## config.mk

```make
export PLATFORM = sky130hd
export DESIGN_NAME = incremental_pid_speed_loop
export DESIGN_NICKNAME = d
export VERILOG_FILES = /design/src/ipsl_pkg.sv /design/src/ipsl_csr.sv /design/src/ipsl_mac.sv /design/src/incremental_pid_speed_loop.sv
export SDC_FILE = /design/constraint.sdc
export NUM_CORES = 2
export LEC_CHECK = 0
export BUFFER_PORTS_ARGS = -buffer_cell sky130_fd_sc_hd__buf_2
export CAP_MARGIN = 20
export CORE_MARGIN = 2
export CORE_UTILIZATION = 30
export DETAILED_ROUTE_END_ITERATION = 8
export PLACE_DENSITY_LB_ADDON = 0.2
export SLEW_MARGIN = 5
export SYNTH_ARGS = -nofsm -noshare
export SYNTH_HDL_FRONTEND = slang
export SYNTH_HIERARCHICAL = 1
export SYNTH_SLANG_ARGS = --single-unit
```

## constraint.sdc

```tcl
create_clock -name clock -period 11.5 [get_ports clock]
set_clock_uncertainty 0.15 [all_clocks]
set_input_delay 2.3 -clock clock [delete_from_list [all_inputs] [get_ports clock]]
set_output_delay 2.3 -clock clock [all_outputs]
set_load 0.05 [all_outputs]
```

## src/ipsl_pkg.sv

```systemverilog
`default_nettype none
package ipsl_pkg;

   localparam int FRAC_BITS   = 8;
   localparam int GAIN_W      = 16;
   localparam int SPEED_W     = 10;
   localparam int STATUS_W    = 4;
   localparam int IN_W        = 16;
   localparam int TGT_W       = 20;
   localparam int ERR_W       = 21;
   localparam int ACC_W       = 16;
   localparam int DUTY_W      = 8;
   localparam int SMOOTH_W    = SPEED_W + FRAC_BITS;
   localparam int DIFF_W      = 26;
   localparam int DP_W        = ERR_W + 1;
   localparam int DD_W        = ERR_W + 3;
   localparam int SUM_W       = DD_W + GAIN_W + 2;
   localparam int GAIN_SHIFT  = 8;
   localparam int DELTA_W     = SUM_W - GAIN_SHIFT;
   localparam int ROUND_HALF  = 1 << (GAIN_SHIFT - 1);
   localparam int ALPHA_NUM   = 51;
   localparam int ALPHA_SHIFT = 8;
   localparam int ALPHA_PW    = SMOOTH_W + 6;

   localparam int ONE         = 1 << FRAC_BITS;
   localparam int OUT_LIMIT   = 100 * ONE;
   localparam int ZERO_STOP   = (ONE - 1) / 10;
   localparam int TGT_MAX     = (1 << (TGT_W - 1)) - 1;
   localparam int TGT_MIN     = -(1 << (TGT_W - 1));
   localparam int ERR_MAX     = (1 << (ERR_W - 1)) - 1;
   localparam int ERR_MIN     = -(1 << (ERR_W - 1));

   localparam logic [STATUS_W-1:0] STRAIGHT_LO = 4'd3;
   localparam logic [STATUS_W-1:0] STRAIGHT_HI = 4'd5;

   localparam int IN_DATA_W   = 40;
   localparam int OUT_DATA_W  = 48;
   localparam int OUT_USER_W  = 2;
   localparam int OUT_PAD_W   = OUT_DATA_W - TGT_W - ACC_W - DUTY_W;

   localparam int CSR_ADDR_W  = 5;
   localparam int CSR_DATA_W  = 32;

   localparam logic [2:0] REG_GAIN_P    = 3'd0;
   localparam logic [2:0] REG_GAIN_I    = 3'd1;
   localparam logic [2:0] REG_GAIN_D    = 3'd2;
   localparam logic [2:0] REG_STRAIGHT  = 3'd3;
   localparam logic [2:0] REG_CURVE     = 3'd4;
   localparam logic [2:0] REG_SEP_LIMIT = 3'd5;

   localparam logic [SPEED_W-1:0] SEP_LIMIT_RESET = 10'd200;

   typedef struct packed {
      logic [GAIN_W-1:0]  gain_p;
      logic [GAIN_W-1:0]  gain_i;
      logic [GAIN_W-1:0]  gain_d;
      logic [SPEED_W-1:0] straight_speed;
      logic [SPEED_W-1:0] curve_speed;
      logic [SPEED_W-1:0] separation_limit;
   } cfg_type;

   typedef struct packed {
      logic [GAIN_W-1:0]      gain_p;
      logic [GAIN_W-1:0]      gain_i;
      logic [GAIN_W-1:0]      gain_d;
      logic signed [DP_W-1:0]  diff_p;
      logic signed [ERR_W-1:0] err_i;
      logic signed [DD_W-1:0]  diff_d;
   } mac_op_type;

   typedef enum logic [3:0] {
      ST_IDLE,
      ST_RAMP,
      ST_TARGET,
      ST_ERROR,
      ST_PREP,
      ST_MAC,
      ST_ROUND,
      ST_ACCUM,
      ST_OUT
   } state_type;

endpackage
`default_nettype wire

```

## src/ipsl_csr.sv

```systemverilog
`default_nettype none
module ipsl_csr (
   input  wire logic                            clock,
   input  wire logic                            reset,
   input  wire logic                            csr_psel,
   input  wire logic                            csr_penable,
   input  wire logic                            csr_pwrite,
   input  wire logic [ipsl_pkg::CSR_ADDR_W-1:0] csr_paddr,
   input  wire logic [ipsl_pkg::CSR_DATA_W-1:0] csr_pwdata,
   output logic      [ipsl_pkg::CSR_DATA_W-1:0] csr_prdata,
   output logic                                 csr_pready,
   output ipsl_pkg::cfg_type                    cfg
);
   import ipsl_pkg::*;

   cfg_type    cfg_ff;
   cfg_type    cfg_in;
   logic [2:0] reg_idx;
   logic       wr_en;

   assign reg_idx    = csr_paddr[CSR_ADDR_W-1:2];
   assign wr_en      = csr_psel && csr_penable && csr_pwrite && csr_pready;
   assign csr_pready = 1'b1;
   assign cfg        = cfg_ff;

   always_comb begin
      cfg_in = cfg_ff;
      if (wr_en) begin
         case (reg_idx)
            REG_GAIN_P:    cfg_in.gain_p           = csr_pwdata[GAIN_W-1:0];
            REG_GAIN_I:    cfg_in.gain_i           = csr_pwdata[GAIN_W-1:0];
            REG_GAIN_D:    cfg_in.gain_d           = csr_pwdata[GAIN_W-1:0];
            REG_STRAIGHT:  cfg_in.straight_speed   = csr_pwdata[SPEED_W-1:0];
            REG_CURVE:     cfg_in.curve_speed      = csr_pwdata[SPEED_W-1:0];
            REG_SEP_LIMIT: cfg_in.separation_limit = csr_pwdata[SPEED_W-1:0];
            default:       cfg_in = cfg_ff;
         endcase
      end
   end

   always_comb begin
      case (reg_idx)
         REG_GAIN_P:    csr_prdata = CSR_DATA_W'(cfg_ff.gain_p);
         REG_GAIN_I:    csr_prdata = CSR_DATA_W'(cfg_ff.gain_i);
         REG_GAIN_D:    csr_prdata = CSR_DATA_W'(cfg_ff.gain_d);
         REG_STRAIGHT:  csr_prdata = CSR_DATA_W'(cfg_ff.straight_speed);
         REG_CURVE:     csr_prdata = CSR_DATA_W'(cfg_ff.curve_speed);
         REG_SEP_LIMIT: csr_prdata = CSR_DATA_W'(cfg_ff.separation_limit);
         default:       csr_prdata = '0;
      endcase
   end

   always_ff @(posedge clock) begin
      if (reset) begin
         cfg_ff                  <= '0;
         cfg_ff.separation_limit <= SEP_LIMIT_RESET;
      end else begin
         cfg_ff <= cfg_in;
      end
   end

endmodule
`default_nettype wire

```

## src/ipsl_mac.sv

```systemverilog
`default_nettype none
module ipsl_mac (
   input  wire logic                              clock,
   input  wire logic                              reset,
   input  wire logic                              start,
   input  wire ipsl_pkg::mac_op_type              op,
   output logic                                   done,
   output logic signed [ipsl_pkg::SUM_W-1:0]      sum
);
   import ipsl_pkg::*;

   localparam int CNT_W = $clog2(GAIN_W);

   logic [GAIN_W-1:0]       gp_ff, gp_in;
   logic [GAIN_W-1:0]       gi_ff, gi_in;
   logic [GAIN_W-1:0]       gd_ff, gd_in;
   logic signed [DP_W-1:0]  dp_ff, dp_in;
   logic signed [ERR_W-1:0] ei_ff, ei_in;
   logic signed [DD_W-1:0]  dd_ff, dd_in;
   logic signed [SUM_W-1:0] sum_ff, sum_in;
   logic [CNT_W-1:0]        cnt_ff, cnt_in;
   logic                    busy_ff, busy_in;
   logic                    done_ff, done_in;

   logic signed [SUM_W-1:0] ext_p, ext_i, ext_d;
   logic signed [SUM_W-1:0] pp_p, pp_i, pp_d;

   assign ext_p = SUM_W'(dp_ff);
   assign ext_i = SUM_W'(ei_ff);
   assign ext_d = SUM_W'(dd_ff);

   // one bit of each gain per cycle, msb first
   assign pp_p = gp_ff[GAIN_W-1] ? ext_p : '0;
   assign pp_i = gi_ff[GAIN_W-1] ? ext_i : '0;
   assign pp_d = gd_ff[GAIN_W-1] ? ext_d : '0;

   assign done = done_ff;
   assign sum  = sum_ff;

   always_comb begin
      gp_in   = gp_ff;
      gi_in   = gi_ff;
      gd_in   = gd_ff;
      dp_in   = dp_ff;
      ei_in   = ei_ff;
      dd_in   = dd_ff;
      sum_in  = sum_ff;
      cnt_in  = cnt_ff;
      busy_in = busy_ff;
      done_in = 1'b0;
      if (start) begin
         gp_in   = op.gain_p;
         gi_in   = op.gain_i;
         gd_in   = op.gain_d;
         dp_in   = op.diff_p;
         ei_in   = op.err_i;
         dd_in   = op.diff_d;
         sum_in  = '0;
         cnt_in  = CNT_W'(GAIN_W - 1);
         busy_in = 1'b1;
      end else if (busy_ff) begin
         sum_in = (sum_ff <<< 1) + pp_p + pp_i + pp_d;
         gp_in  = {gp_ff[GAIN_W-2:0], 1'b0};
         gi_in  = {gi_ff[GAIN_W-2:0], 1'b0};
         gd_in  = {gd_ff[GAIN_W-2:0], 1'b0};
         cnt_in = cnt_ff - CNT_W'(1);
         if (cnt_ff == '0) begin
            busy_in = 1'b0;
            done_in = 1'b1;
         end
      end
   end

   always_ff @(posedge clock) begin
      gp_ff  <= gp_in;
      gi_ff  <= gi_in;
      gd_ff  <= gd_in;
      dp_ff  <= dp_in;
      ei_ff  <= ei_in;
      dd_ff  <= dd_in;
      sum_ff <= sum_in;
      if (reset) begin
         cnt_ff  <= '0;
         busy_ff <= 1'b0;
         done_ff <= 1'b0;
      end else begin
         cnt_ff  <= cnt_in;
         busy_ff <= busy_in;
         done_ff <= done_in;
      end
   end

endmodule
`default_nettype wire

```

## src/incremental_pid_speed_loop.sv

```systemverilog
`default_nettype none
// Incremental PID speed loop for up to NUM_MOTORS wheels. Each item is one control tick for one
// motor: the block ramps that motor's target toward the straight or curve speed, applies the
// steering offset, and runs an incremental PID with a one-unit deadband and integral separation,
// giving one result item per tick. One item is in work at a time. A tick outside the deadband
// steps through the ramp, target, error, prep, MAC, round, accumulate and output states; MAC
// waits on the bit-serial multiply-accumulate unit that consumes one bit of each 16-bit gain per
// cycle. A tick inside the deadband skips that unit and goes from prep to output. A finished
// result waits in the output register while the next item is taken in. The user must write gains
// and speeds through the register port only while no item is in work; this is not enforced.
module incremental_pid_speed_loop #(
   parameter int NUM_MOTORS = 2
) (
   input  wire logic                                clock,
   input  wire logic                                reset,
   input  wire logic                                req_tvalid,
   output logic                                     req_tready,
   // track_status [3:0], steer_offset [19:4], measured_speed [35:20], zero [39:36]
   input  wire logic [ipsl_pkg::IN_DATA_W-1:0]      req_tdata,
   // motor_select [0]
   input  wire logic [0:0]                          req_tuser,
   output logic                                     rsp_tvalid,
   input  wire logic                                rsp_tready,
   // target_speed [19:0], drive_level [35:20], pwm_duty [43:36], zero [47:44]
   output logic      [ipsl_pkg::OUT_DATA_W-1:0]     rsp_tdata,
   // motor_id [0], updated [1]
   output logic      [ipsl_pkg::OUT_USER_W-1:0]     rsp_tuser,
   input  wire logic                                csr_psel,
   input  wire logic                                csr_penable,
   input  wire logic                                csr_pwrite,
   input  wire logic [ipsl_pkg::CSR_ADDR_W-1:0]     csr_paddr,
   input  wire logic [ipsl_pkg::CSR_DATA_W-1:0]     csr_pwdata,
   output logic      [ipsl_pkg::CSR_DATA_W-1:0]     csr_prdata,
   output logic                                     csr_pready
);
   import ipsl_pkg::*;

   localparam int MOTOR_W = (NUM_MOTORS > 1) ? $clog2(NUM_MOTORS) : 1;

   cfg_type    cfg;
   mac_op_type mac_op;
   logic       mac_start;
   logic       mac_done;
   logic signed [SUM_W-1:0] mac_sum;

   state_type state_ff, state_in;

   // item registers
   logic [MOTOR_W-1:0]       motor_ff, motor_in;
   logic [STATUS_W-1:0]      status_ff, status_in;
   logic signed [IN_W-1:0]   offset_ff, offset_in;
   logic signed [IN_W-1:0]   meas_ff, meas_in;

   // per-motor state
   logic [SMOOTH_W-1:0]      smooth_ff [NUM_MOTORS];
   logic [SMOOTH_W-1:0]      smooth_in [NUM_MOTORS];
   logic signed [ERR_W-1:0]  err_now_ff [NUM_MOTORS];
   logic signed [ERR_W-1:0]  err_now_in [NUM_MOTORS];
   logic signed [ERR_W-1:0]  err_prev_ff [NUM_MOTORS];
   logic signed [ERR_W-1:0]  err_prev_in [NUM_MOTORS];
   logic signed [ERR_W-1:0]  err_prev2_ff [NUM_MOTORS];
   logic signed [ERR_W-1:0]  err_prev2_in [NUM_MOTORS];
   logic signed [ACC_W-1:0]  accum_ff [NUM_MOTORS];
   logic signed [ACC_W-1:0]  accum_in [NUM_MOTORS];
   logic                     primed_ff, primed_in;

   // working registers
   logic signed [TGT_W-1:0]   target_ff, target_in;
   logic signed [ERR_W-1:0]   e0_ff, e0_in;
   logic signed [ERR_W-1:0]   e1_ff, e1_in;
   logic signed [ERR_W-1:0]   e2_ff, e2_in;
   logic signed [DELTA_W-1:0] delta_ff, delta_in;
   logic                      updated_ff, updated_in;

   // output register
   logic                      rsp_valid_ff, rsp_valid_in;
   logic [OUT_DATA_W-1:0]     rsp_data_ff, rsp_data_in;
   logic [OUT_USER_W-1:0]     rsp_user_ff, rsp_user_in;

   // combinational datapath
   logic [MOTOR_W-1:0]        motor_sel;
   logic [SPEED_W-1:0]        speed_sel;
   logic [SMOOTH_W-1:0]       desired;
   logic [SMOOTH_W-1:0]       st_cur;
   logic [SMOOTH_W-1:0]       gap;
   logic [ALPHA_PW-1:0]       ramp_prod;
   logic [SMOOTH_W-1:0]       ramp_step;
   logic [SMOOTH_W-1:0]       ramp_new;
   logic signed [TGT_W:0]     smooth_ext, offset_ext, tsum;
   logic signed [TGT_W-1:0]   target_sat;
   logic signed [DIFF_W-1:0]  tgt_ext, meas_ext, err_diff;
   logic signed [ERR_W-1:0]   err_sat;
   logic                      outside_band;
   logic signed [ERR_W:0]     sep_lim;
   logic                      in_sep;
   logic signed [DD_W-1:0]    e0_x, e1_x, e2_x;
   logic signed [DP_W-1:0]    diff_p;
   logic signed [DD_W-1:0]    diff_d;
   logic signed [ERR_W-1:0]   err_i;
   logic signed [SUM_W-1:0]   rsum, rshift;
   logic signed [DELTA_W:0]   acc_old_x, acc_sum;
   logic signed [ACC_W-1:0]   acc_new;
   logic                      zero_stop;
   logic signed [ACC_W-1:0]   acc_cur, acc_q;
   logic                      duty_adj;
   logic signed [DUTY_W-1:0]  duty;

   ipsl_csr u_csr (
      .clock       (clock),
      .reset       (reset),
      .csr_psel    (csr_psel),
      .csr_penable (csr_penable),
      .csr_pwrite  (csr_pwrite),
      .csr_paddr   (csr_paddr),
      .csr_pwdata  (csr_pwdata),
      .csr_prdata  (csr_prdata),
      .csr_pready  (csr_pready),
      .cfg         (cfg)
   );

   ipsl_mac u_mac (
      .clock (clock),
      .reset (reset),
      .start (mac_start),
      .op    (mac_op),
      .done  (mac_done),
      .sum   (mac_sum)
   );

   // motor numbers past the last one map to the last motor
   assign motor_sel = (int'(req_tuser[0]) >= NUM_MOTORS) ? MOTOR_W'(NUM_MOTORS - 1)
                                                           : MOTOR_W'(req_tuser[0]);

   assign speed_sel = (status_ff inside {[STRAIGHT_LO:STRAIGHT_HI]}) ? cfg.straight_speed
                                                                     : cfg.curve_speed;
   assign desired   = {speed_sel, {FRAC_BITS{1'b0}}};

   // ramp up by 51/256 of the gap, drop at once
   assign st_cur    = primed_ff ? smooth_ff[motor_ff] : desired;
   assign gap       = desired - st_cur;
   assign ramp_prod = ALPHA_PW'(gap) * ALPHA_PW'(ALPHA_NUM);
   assign ramp_step = SMOOTH_W'(ramp_prod >> ALPHA_SHIFT);
   assign ramp_new  = (desired > st_cur) ? st_cur + ramp_step : desired;

   assign smooth_ext = signed'({1'b0, {(TGT_W - SMOOTH_W){1'b0}}, smooth_ff[motor_ff]});
   assign offset_ext = (TGT_W + 1)'(offset_ff);
   assign tsum       = (motor_ff == '0) ? smooth_ext + offset_ext : smooth_ext - offset_ext;
   assign target_sat = (tsum > TGT_MAX) ? TGT_W'(TGT_MAX) :
                       (tsum < TGT_MIN) ? TGT_W'(TGT_MIN) : tsum[TGT_W-1:0];

   assign tgt_ext  = DIFF_W'(target_ff);
   assign meas_ext = DIFF_W'(meas_ff);
   assign err_diff = tgt_ext - (meas_ext <<< FRAC_BITS);
   assign err_sat  = (err_diff > ERR_MAX) ? ERR_W'(ERR_MAX) :
                     (err_diff < ERR_MIN) ? ERR_W'(ERR_MIN) : err_diff[ERR_W-1:0];

   assign outside_band = (e0_ff > ONE) || (e0_ff < -ONE);
   assign sep_lim      = signed'({{(ERR_W + 1 - SPEED_W - FRAC_BITS){1'b0}},
                                  cfg.separation_limit, {FRAC_BITS{1'b0}}});
   assign in_sep       = (e0_ff <= sep_lim) && (e0_ff >= -sep_lim);
   assign e0_x         = DD_W'(e0_ff);
   assign e1_x         = DD_W'(e1_ff);
   assign e2_x         = DD_W'(e2_ff);
   assign diff_p       = DP_W'(e0_x - e1_x);
   assign diff_d       = e0_x - (e1_x <<< 1) + e2_x;
   assign err_i        = in_sep ? e0_ff : '0;

   assign mac_op.gain_p = cfg.gain_p;
   assign mac_op.gain_i = cfg.gain_i;
   assign mac_op.gain_d = cfg.gain_d;
   assign mac_op.diff_p = diff_p;
   assign mac_op.err_i  = err_i;
   assign mac_op.diff_d = diff_d;

   // round to nearest, ties up
   assign rsum   = mac_sum + SUM_W'(ROUND_HALF);
   assign rshift = rsum >>> GAIN_SHIFT;

   assign acc_old_x = (DELTA_W + 1)'(accum_ff[motor_ff]);
   assign acc_sum   = acc_old_x + (DELTA_W + 1)'(delta_ff);
   assign zero_stop = (target_ff <= ZERO_STOP) && (target_ff >= -ZERO_STOP) && (meas_ff == '0);
   assign acc_new   = zero_stop ? '0 :
                      (acc_sum > OUT_LIMIT)  ? ACC_W'(OUT_LIMIT) :
                      (acc_sum < -OUT_LIMIT) ? ACC_W'(-OUT_LIMIT) : acc_sum[ACC_W-1:0];

   // duty truncates toward zero
   assign acc_cur  = accum_ff[motor_ff];
   assign acc_q    = acc_cur >>> FRAC_BITS;
   assign duty_adj = acc_cur[ACC_W-1] && (acc_cur[FRAC_BITS-1:0] != '0);
   assign duty     = acc_q[DUTY_W-1:0] + {{(DUTY_W - 1){1'b0}}, duty_adj};

   assign rsp_tvalid = rsp_valid_ff;
   assign rsp_tdata  = rsp_data_ff;
   assign rsp_tuser  = rsp_user_ff;

   always_comb begin
      state_in     = state_ff;
      req_tready   = 1'b0;
      mac_start    = 1'b0;
      motor_in     = motor_ff;
      status_in    = status_ff;
      offset_in    = offset_ff;
      meas_in      = meas_ff;
      smooth_in    = smooth_ff;
      err_now_in   = err_now_ff;
      err_prev_in  = err_prev_ff;
      err_prev2_in = err_prev2_ff;
      accum_in     = accum_ff;
      primed_in    = primed_ff;
      target_in    = target_ff;
      e0_in        = e0_ff;
      e1_in        = e1_ff;
      e2_in        = e2_ff;
      delta_in     = delta_ff;
      updated_in   = updated_ff;
      rsp_valid_in = rsp_valid_ff && !rsp_tready;
      rsp_data_in  = rsp_data_ff;
      rsp_user_in  = rsp_user_ff;
      case (state_ff)
         ST_IDLE: begin
            req_tready = 1'b1;
            if (req_tvalid) begin
               motor_in  = motor_sel;
               status_in = req_tdata[STATUS_W-1:0];
               offset_in = req_tdata[STATUS_W +: IN_W];
               meas_in   = req_tdata[STATUS_W + IN_W +: IN_W];
               state_in  = ST_RAMP;
            end
         end
         ST_RAMP: begin
            if (!primed_ff) begin
               for (int k = 0; k < NUM_MOTORS; k++) begin
                  smooth_in[k] = desired;
               end
            end
            smooth_in[motor_ff] = ramp_new;
            primed_in           = 1'b1;
            state_in            = ST_TARGET;
         end
         ST_TARGET: begin
            target_in = target_sat;
            state_in  = ST_ERROR;
         end
         ST_ERROR: begin
            e0_in                  = err_sat;
            e1_in                  = err_now_ff[motor_ff];
            e2_in                  = err_prev_ff[motor_ff];
            err_now_in[motor_ff]   = err_sat;
            err_prev_in[motor_ff]  = err_now_ff[motor_ff];
            err_prev2_in[motor_ff] = err_prev_ff[motor_ff];
            state_in               = ST_PREP;
         end
         ST_PREP: begin
            updated_in = outside_band;
            if (outside_band) begin
               mac_start = 1'b1;
               state_in  = ST_MAC;
            end else begin
               state_in  = ST_OUT;
            end
         end
         ST_MAC: begin
            if (mac_done) begin
               state_in = ST_ROUND;
            end
         end
         ST_ROUND: begin
            delta_in = rshift[DELTA_W-1:0];
            state_in = ST_ACCUM;
         end
         ST_ACCUM: begin
            accum_in[motor_ff] = acc_new;
            state_in           = ST_OUT;
         end
         ST_OUT: begin
            if (!rsp_valid_ff || rsp_tready) begin
               rsp_valid_in = 1'b1;
               rsp_data_in  = {{OUT_PAD_W{1'b0}}, duty, acc_cur, target_ff};
               rsp_user_in  = {updated_ff, motor_ff[0]};
               state_in     = ST_IDLE;
            end
         end
         default: begin
            state_in = ST_IDLE;
         end
      endcase
   end

   always_ff @(posedge clock) begin
      if (reset) begin
         state_ff <= ST_IDLE;
      end else begin
         state_ff <= state_in;
      end
   end

   always_ff @(posedge clock) begin
      motor_ff    <= motor_in;
      status_ff   <= status_in;
      offset_ff   <= offset_in;
      meas_ff     <= meas_in;
      target_ff   <= target_in;
      e0_ff       <= e0_in;
      e1_ff       <= e1_in;
      e2_ff       <= e2_in;
      delta_ff    <= delta_in;
      updated_ff  <= updated_in;
      rsp_data_ff <= rsp_data_in;
      rsp_user_ff <= rsp_user_in;
      if (reset) begin
         for (int k = 0; k < NUM_MOTORS; k++) begin
            smooth_ff[k]    <= '0;
            err_now_ff[k]   <= '0;
            err_prev_ff[k]  <= '0;
            err_prev2_ff[k] <= '0;
            accum_ff[k]     <= '0;
         end
         primed_ff    <= 1'b0;
         rsp_valid_ff <= 1'b0;
      end else begin
         smooth_ff    <= smooth_in;
         err_now_ff   <= err_now_in;
         err_prev_ff  <= err_prev_in;
         err_prev2_ff <= err_prev2_in;
         accum_ff     <= accum_in;
         primed_ff    <= primed_in;
         rsp_valid_ff <= rsp_valid_in;
      end
   end

endmodule
`default_nettype wire

```

## Word level (Yosys, flattened, before mapping)

Index checks and enable logic that the tools add are counted.

- Output and inout port bits: 85
- Flip-flop bits (word level): 600
- Input port bits: 85
- Logic and storage cells: 180

- Mux-type cells: 60
- Bitwise logic cells: 2
- $mul: 1
- Order comparisons: 17
- $add $sub $neg: 16
- Reductions and logical operators: 29
- Equal/unequal tests: 16

Operators by type and width:

| operator | number |
|---|---|
| 21-bit 2-to-1 mux | 10 |
| 16-bit 2-to-1 mux | 13 |
| 42-bit adder | 3 |
| 42-bit 2-to-1 mux | 3 |
| 18-bit 2-to-1 mux | 6 |
| 16-bit case mux with 6 select lines | 1 |
| 42-bit bitwise mux | 2 |
| 36-bit 2-to-1 mux | 2 |
| 42-bit by 9-bit adder with 42-bit output, second input constant | 1 |
| 36-bit bitwise mux | 1 |
| 4-bit case mux with 9 select lines | 1 |
| 16-bit by 34-bit adder with 35-bit output | 1 |
| 35-bit by 16-bit greater-than comparator with 1-bit output, second input constant | 1 |
| 35-bit by 16-bit less-than comparator with 1-bit output, second input constant | 1 |
| 32-bit bitwise mux | 1 |
| 25-bit by 21-bit greater-than comparator with 1-bit output, second input constant | 1 |
| 25-bit by 21-bit less-than comparator with 1-bit output, second input constant | 1 |
| 20-bit by 24-bit subtractor with 25-bit output | 1 |
| 23-bit by 21-bit adder with 24-bit output | 1 |
| 18-bit by 6-bit multiplier with 24-bit output, second input constant | 1 |
| 4-bit 2-to-1 mux | 6 |
| 21-bit by 22-bit subtractor with 23-bit output | 1 |
| 21-bit by 22-bit greater-or-equal comparator with 1-bit output | 1 |
| 18-bit negator with 22-bit output | 1 |
| other kinds (47) | 80 |

## Depth between registers and ports, before layout

- Depth after elaboration: 10
- Gate-level depth with buffers: 45
- Gate-level depth less buffers: 43

## Cells and area by module

Netlist, hierarchy kept.

By module, submodules not included:

| module | instances | area an instance (sq um) | seq. area each (sq um) | cells each |
|---|---|---|---|---|
| incremental_pid_speed_loop | 1 | 24942.7 | 9198.8 | 2702 |
| ipsl_mac | 1 | 10206.0 | 4414.2 | 920 |
| ipsl_csr | 1 | 3895.0 | 1561.5 | 383 |

## Worst setup path after synthesis

No wires, ideal clock.

- Kind: reg-to-reg
- From: reg motor_ff
- To: reg smooth_ff[33] in the netlist's numbering
- Path buffers: 5
- Arrival: 9008 ps
- Clock period less this slack: 9277 ps
- Library setup time: 119 ps
- Slack: 2223 ps
- Stages on the path, launching flop included: 39
- Required time: 11231 ps
- Cell sequence: edfxtp_1 clkbuf_1 buf_2 buf_1 buf_1 clkbuf_1 mux2i_1 a21oi_1 inv_1 ha_1 a21bo_2 a211oi_1 nor2_1 xnor2_1 ha_1 inv_1 fa_1 fa_1 [3 not listed] a221o_1 and2_1 o21a_1 nor2_1 xnor2_1 ha_1 nand3_1 o2111ai_1 a21o_1 a21oi_1 o21ai_0 maj3_1 maj3_1 maj3_1 a21oi_1 xor2_1 o21ai_1 o221a_1

- Longest elaborated chain between the ends: 10
- Elaborated cells on any way between the ends: 16
- Those cells by class: add/sub: 2; mul: 1; order compare: 3; mux: 8; bitwise: 1; reduce/logical: 1

RTL lines:

| item | line | text |
|---|---|---|
| start, declared | incremental_pid_speed_loop.sv:49 | `logic [MOTOR_W-1:0] motor_ff, motor_in;` |
| start signal, assigned | incremental_pid_speed_loop.sv:298 | `motor_ff <= motor_in;` |
| 1-bit NOT with 2-bit output (not written as such) (*) | incremental_pid_speed_loop.sv:139, incremental_pid_speed_loop.sv:236 |  |
| 18-bit 2-to-1 mux (not written as such) (3 in series) | incremental_pid_speed_loop.sv:139 | `assign st_cur = primed_ff ? smooth_ff[motor_ff] : desired;` |
| 18-bit 2-to-1 mux | incremental_pid_speed_loop.sv:139 |  |
| 18-bit subtractor | incremental_pid_speed_loop.sv:140 | `assign gap = desired - st_cur;` |
| 18-bit by 6-bit multiplier with 24-bit output | incremental_pid_speed_loop.sv:141 | `assign ramp_prod = ALPHA_PW'(gap) * ALPHA_PW'(ALPHA_NUM);` |
| 18-bit by 16-bit adder with 18-bit output | incremental_pid_speed_loop.sv:143 | `assign ramp_new = (desired > st_cur) ? st_cur + ramp_step : desired;` |
| 18-bit 2-to-1 mux | incremental_pid_speed_loop.sv:143 |  |
| 36-bit bitwise mux (*) | incremental_pid_speed_loop.sv:236 | `smooth_in[motor_ff] = ramp_new;` |
| end signal, assigned | incremental_pid_speed_loop.sv:321 | `smooth_ff <= smooth_in;` |
| end, declared | incremental_pid_speed_loop.sv:55 | `logic [SMOOTH_W-1:0] smooth_ff [NUM_MOTORS];` |

Every way passes the cells marked *; elsewhere a longest branch is shown, timed or not. The select of a mux whose other input is x is not followed.
A chain may end at the register's enable or synchronous reset.

## Worst setup path after layout

Same ends and word-level chain as after synthesis.

==> flow_summary.toml <==
[synth]
synth_common_cells = "inv_1 (445), edfxtp_1 (316), nor2_1 (293)"
synthArstFlopShare_pct = 0
synth.avg_cell_area_um2 = 9.75
postSynthCellCount = 4005
synth_most_common_cell = "inv_1"
synth_area_mm2 = 0.0390
synthFlopType = "edfxtp_1"
yosysSeqAreaShare_pct = 38.9
synth_top_cells_by_area = "edfxtp_1 (24%), dfxtp_1 (15%), ha_1 (8.1%), fa_1 (6.8%), inv_1 (4.3%)"
synth_top_area_share_pct = 24.3
yosys_warnings = 6
synth.largest_area_cell = "edfxtp_1"
synth_edf_count = 316
ys_types = 101
ys_ff_latch = 600

[timing]
setup_violations = 0
setup_tns_ns = 0
hold_viol_final = 0
slew_headroom_pct = 26.2
worstMarginPinSlew_ns = 1.10
max_freq_ghz = 0.106
period_needed_ns = 9.46
fin_crit_sh_pct = 82.3
rsz0062_at_grt = "no"
slew_violations = 0

[critical_path]
crit_slowest_cell = "edfxtp_1"
cp_max_fo = 22
endpoint_kind = "flip-flop"
arrival_ns = 9.86
crit_required_ns = 11.90
critical_path_class = "flip-flop to flip-flop"
cpPeakStageDelay_ns = 0.78
crit_path_start_kind = "flip-flop"

[placed_design]
placed_cell_area_mm2 = 0.0415
port_buffers = 126
dp_cells = 5762
dp_hpwl_mm = 73.9
gp_congestion = 0.850

[route]
drt_iter0_markers = 1392
wl_mm = 99.2
vias_per_cell = 4.77
ant_nets = 0
wl_per_cell_um = 16.8
firstDrtPassIters = 8
drcViolationCount = 0
vias = 28100

[clock_network]
cts_sinks = 600
hold_buffers = 0
clockRootBuffer = "clkbuf_16"
post-cts-setup-buffers = 0
numCtsBuffers = 74
clk_path_buf_depth = 3
clkSlewWorstSetupHoldPaths_ns = 0.06
ctsResizeCount = 0
clk_latency_ns = 0.67
htree_levels = 3
cts_tree = "built"

[die]
fp.dieW_um = 365
row_count = 132
die_h_um = 365
start_util_pct = 30.2
io_pins = 170
die_area_mm2 = 0.133
core_mm2 = 0.129

[global_routing]
grt_max_degree = 87
grt_first_pass_wirelength_mm = 159
grt_overflow_total = 0
antenna_found_initial = 1
grt_use_total_pct = 15.0
grt_pass1_vias = 28400

[outcome]
status = "finished, final reports clean"

[cells_and_area]
syn2layout_area_growth_pct = 12.9
fillers = 13200
finalNonFillerCells = 5901
nets = 4568
drive_gt1_share_pct = 10.6
final_area_mm2 = 0.0441
diodes = 0

[pwr]
p_leak_nw = 18.4
powerDensity_mw_per_mm2 = 205
total_power_mw = 9.04
ir_drop_v = 0.000203

[min_path]
hold_class = "flip-flop to flip-flop"

[flow_run]
maxCapViolCount = 0
## area by class of cell
cell class	instances	area (µm²)	area share, %
multi-input cells	2812	21500	48.9
flip-flops and latches	600	15200	34.4
well taps	1742	2180	4.94
clock buffers	94	1980	4.49
inverters	445	1670	3.79
repair buffers	165	950	2.15
clock inverters	43	596	1.35
## registers in the layout (all words and copies together) (netlist names), 21 cells and up
signal,count
u_csr/cfg,78
rsp_tdata,44
err_now_ff,42
err_prev_ff,42
u_mac/sum,42
smooth_ff,36
delta_ff,34
accum_ff,32
u_mac/dd_ff,24
u_mac/dp_ff,22
e0_ff,21
e1_ff,21
e2_ff,21
u_mac/ei_ff,21
## critical path: cells and delay by family, from the launching register on
| kind | cells | cell delay, ns |
|---|---|---|
| compound gates | 13 | 2.58 |
| fa+ha+maj | 9 | 3.43 |
| simple gates | 3 | 0.63 |
| xor+xnor | 3 | 0.74 |
| buf+inv | 4 | 0.68 |
| mux | 1 | 0.33 |
| flops | 1 | 0.78 |
## final timing paths
path | startpoint | endpoint | slack, ns | depth (start not counted)
setup reg to reg | motor_ff | smooth_ff[33] | 2.04 | 33
setup / recovery | motor_ff | smooth_ff[33] | 2.04 | 33
hold / removal | accum_ff[29] | accum_ff[29] | 0.30 | 2
hold reg to reg | accum_ff[29] | accum_ff[29] | 0.30 | 2
## through the flow
step	hold WS (ns)	util [%]	setup WS, ns
after global routing	0.321	34.1	1.26
after CTS	0.300	34.1	2.00
after detailed placement	0.293	32.1	2.07
final	0.296	34.1	2.04
after global placement	0.288	32.1	2.02
after floorplan	0.250	-	2.22
## power breakdown
group	total, mW	internal (mW)	switching, mW
Clock	2.46	1.47	0.989
Sequential	2.55	2.41	0.139
Combinational	4.04	1.65	2.39
## cell families after synthesis
kind of cell	Yosys count	synth area share, %
xor+xnor	226	5.07
flops	600	38.9
mux	265	7.14
buf+inv	611	6.24
compound gates	851	14.4
fa+ha+maj	389	15.0
simple gates	1060	13.2
other cells	3	0.0288
## layer usage
layer,vias up,wire length (µm),GRT usage (%)
li1,14300,-,-
met1,13300,47400,20.2
met2,402,46700,25.1
met3,111,3060,2.06
met4,2,2000,4.09
met5,-,14,0
## placed cells by master (no fill, tap or decap), types with 21 or more instances in the layout
cell       instances
a21oi_1          240
xnor2_1          158
nor2b_1           30
and2_1            57
clkbuf_16         75
nor2_1           292
o21ai_0          149
o21a_1            37
a211oi_1          69
mux2i_1          165
nand2b_1         122
fa_1             133
nor4_1            28
dfxtp_1          283
mux2_2            99
inv_1            444
nand3_1           55
buf_4             36
o21ai_1           30
buf_2            125
nand4_1           47
xor2_1            68
ha_1             252
nand2_1          262
nor3_1            75
conb_1            21
a32o_1            21
a21o_1            56
a31oi_1           24
edfxtp_1         316
a22oi_1           24
Power figures use the tool's default switching activity.
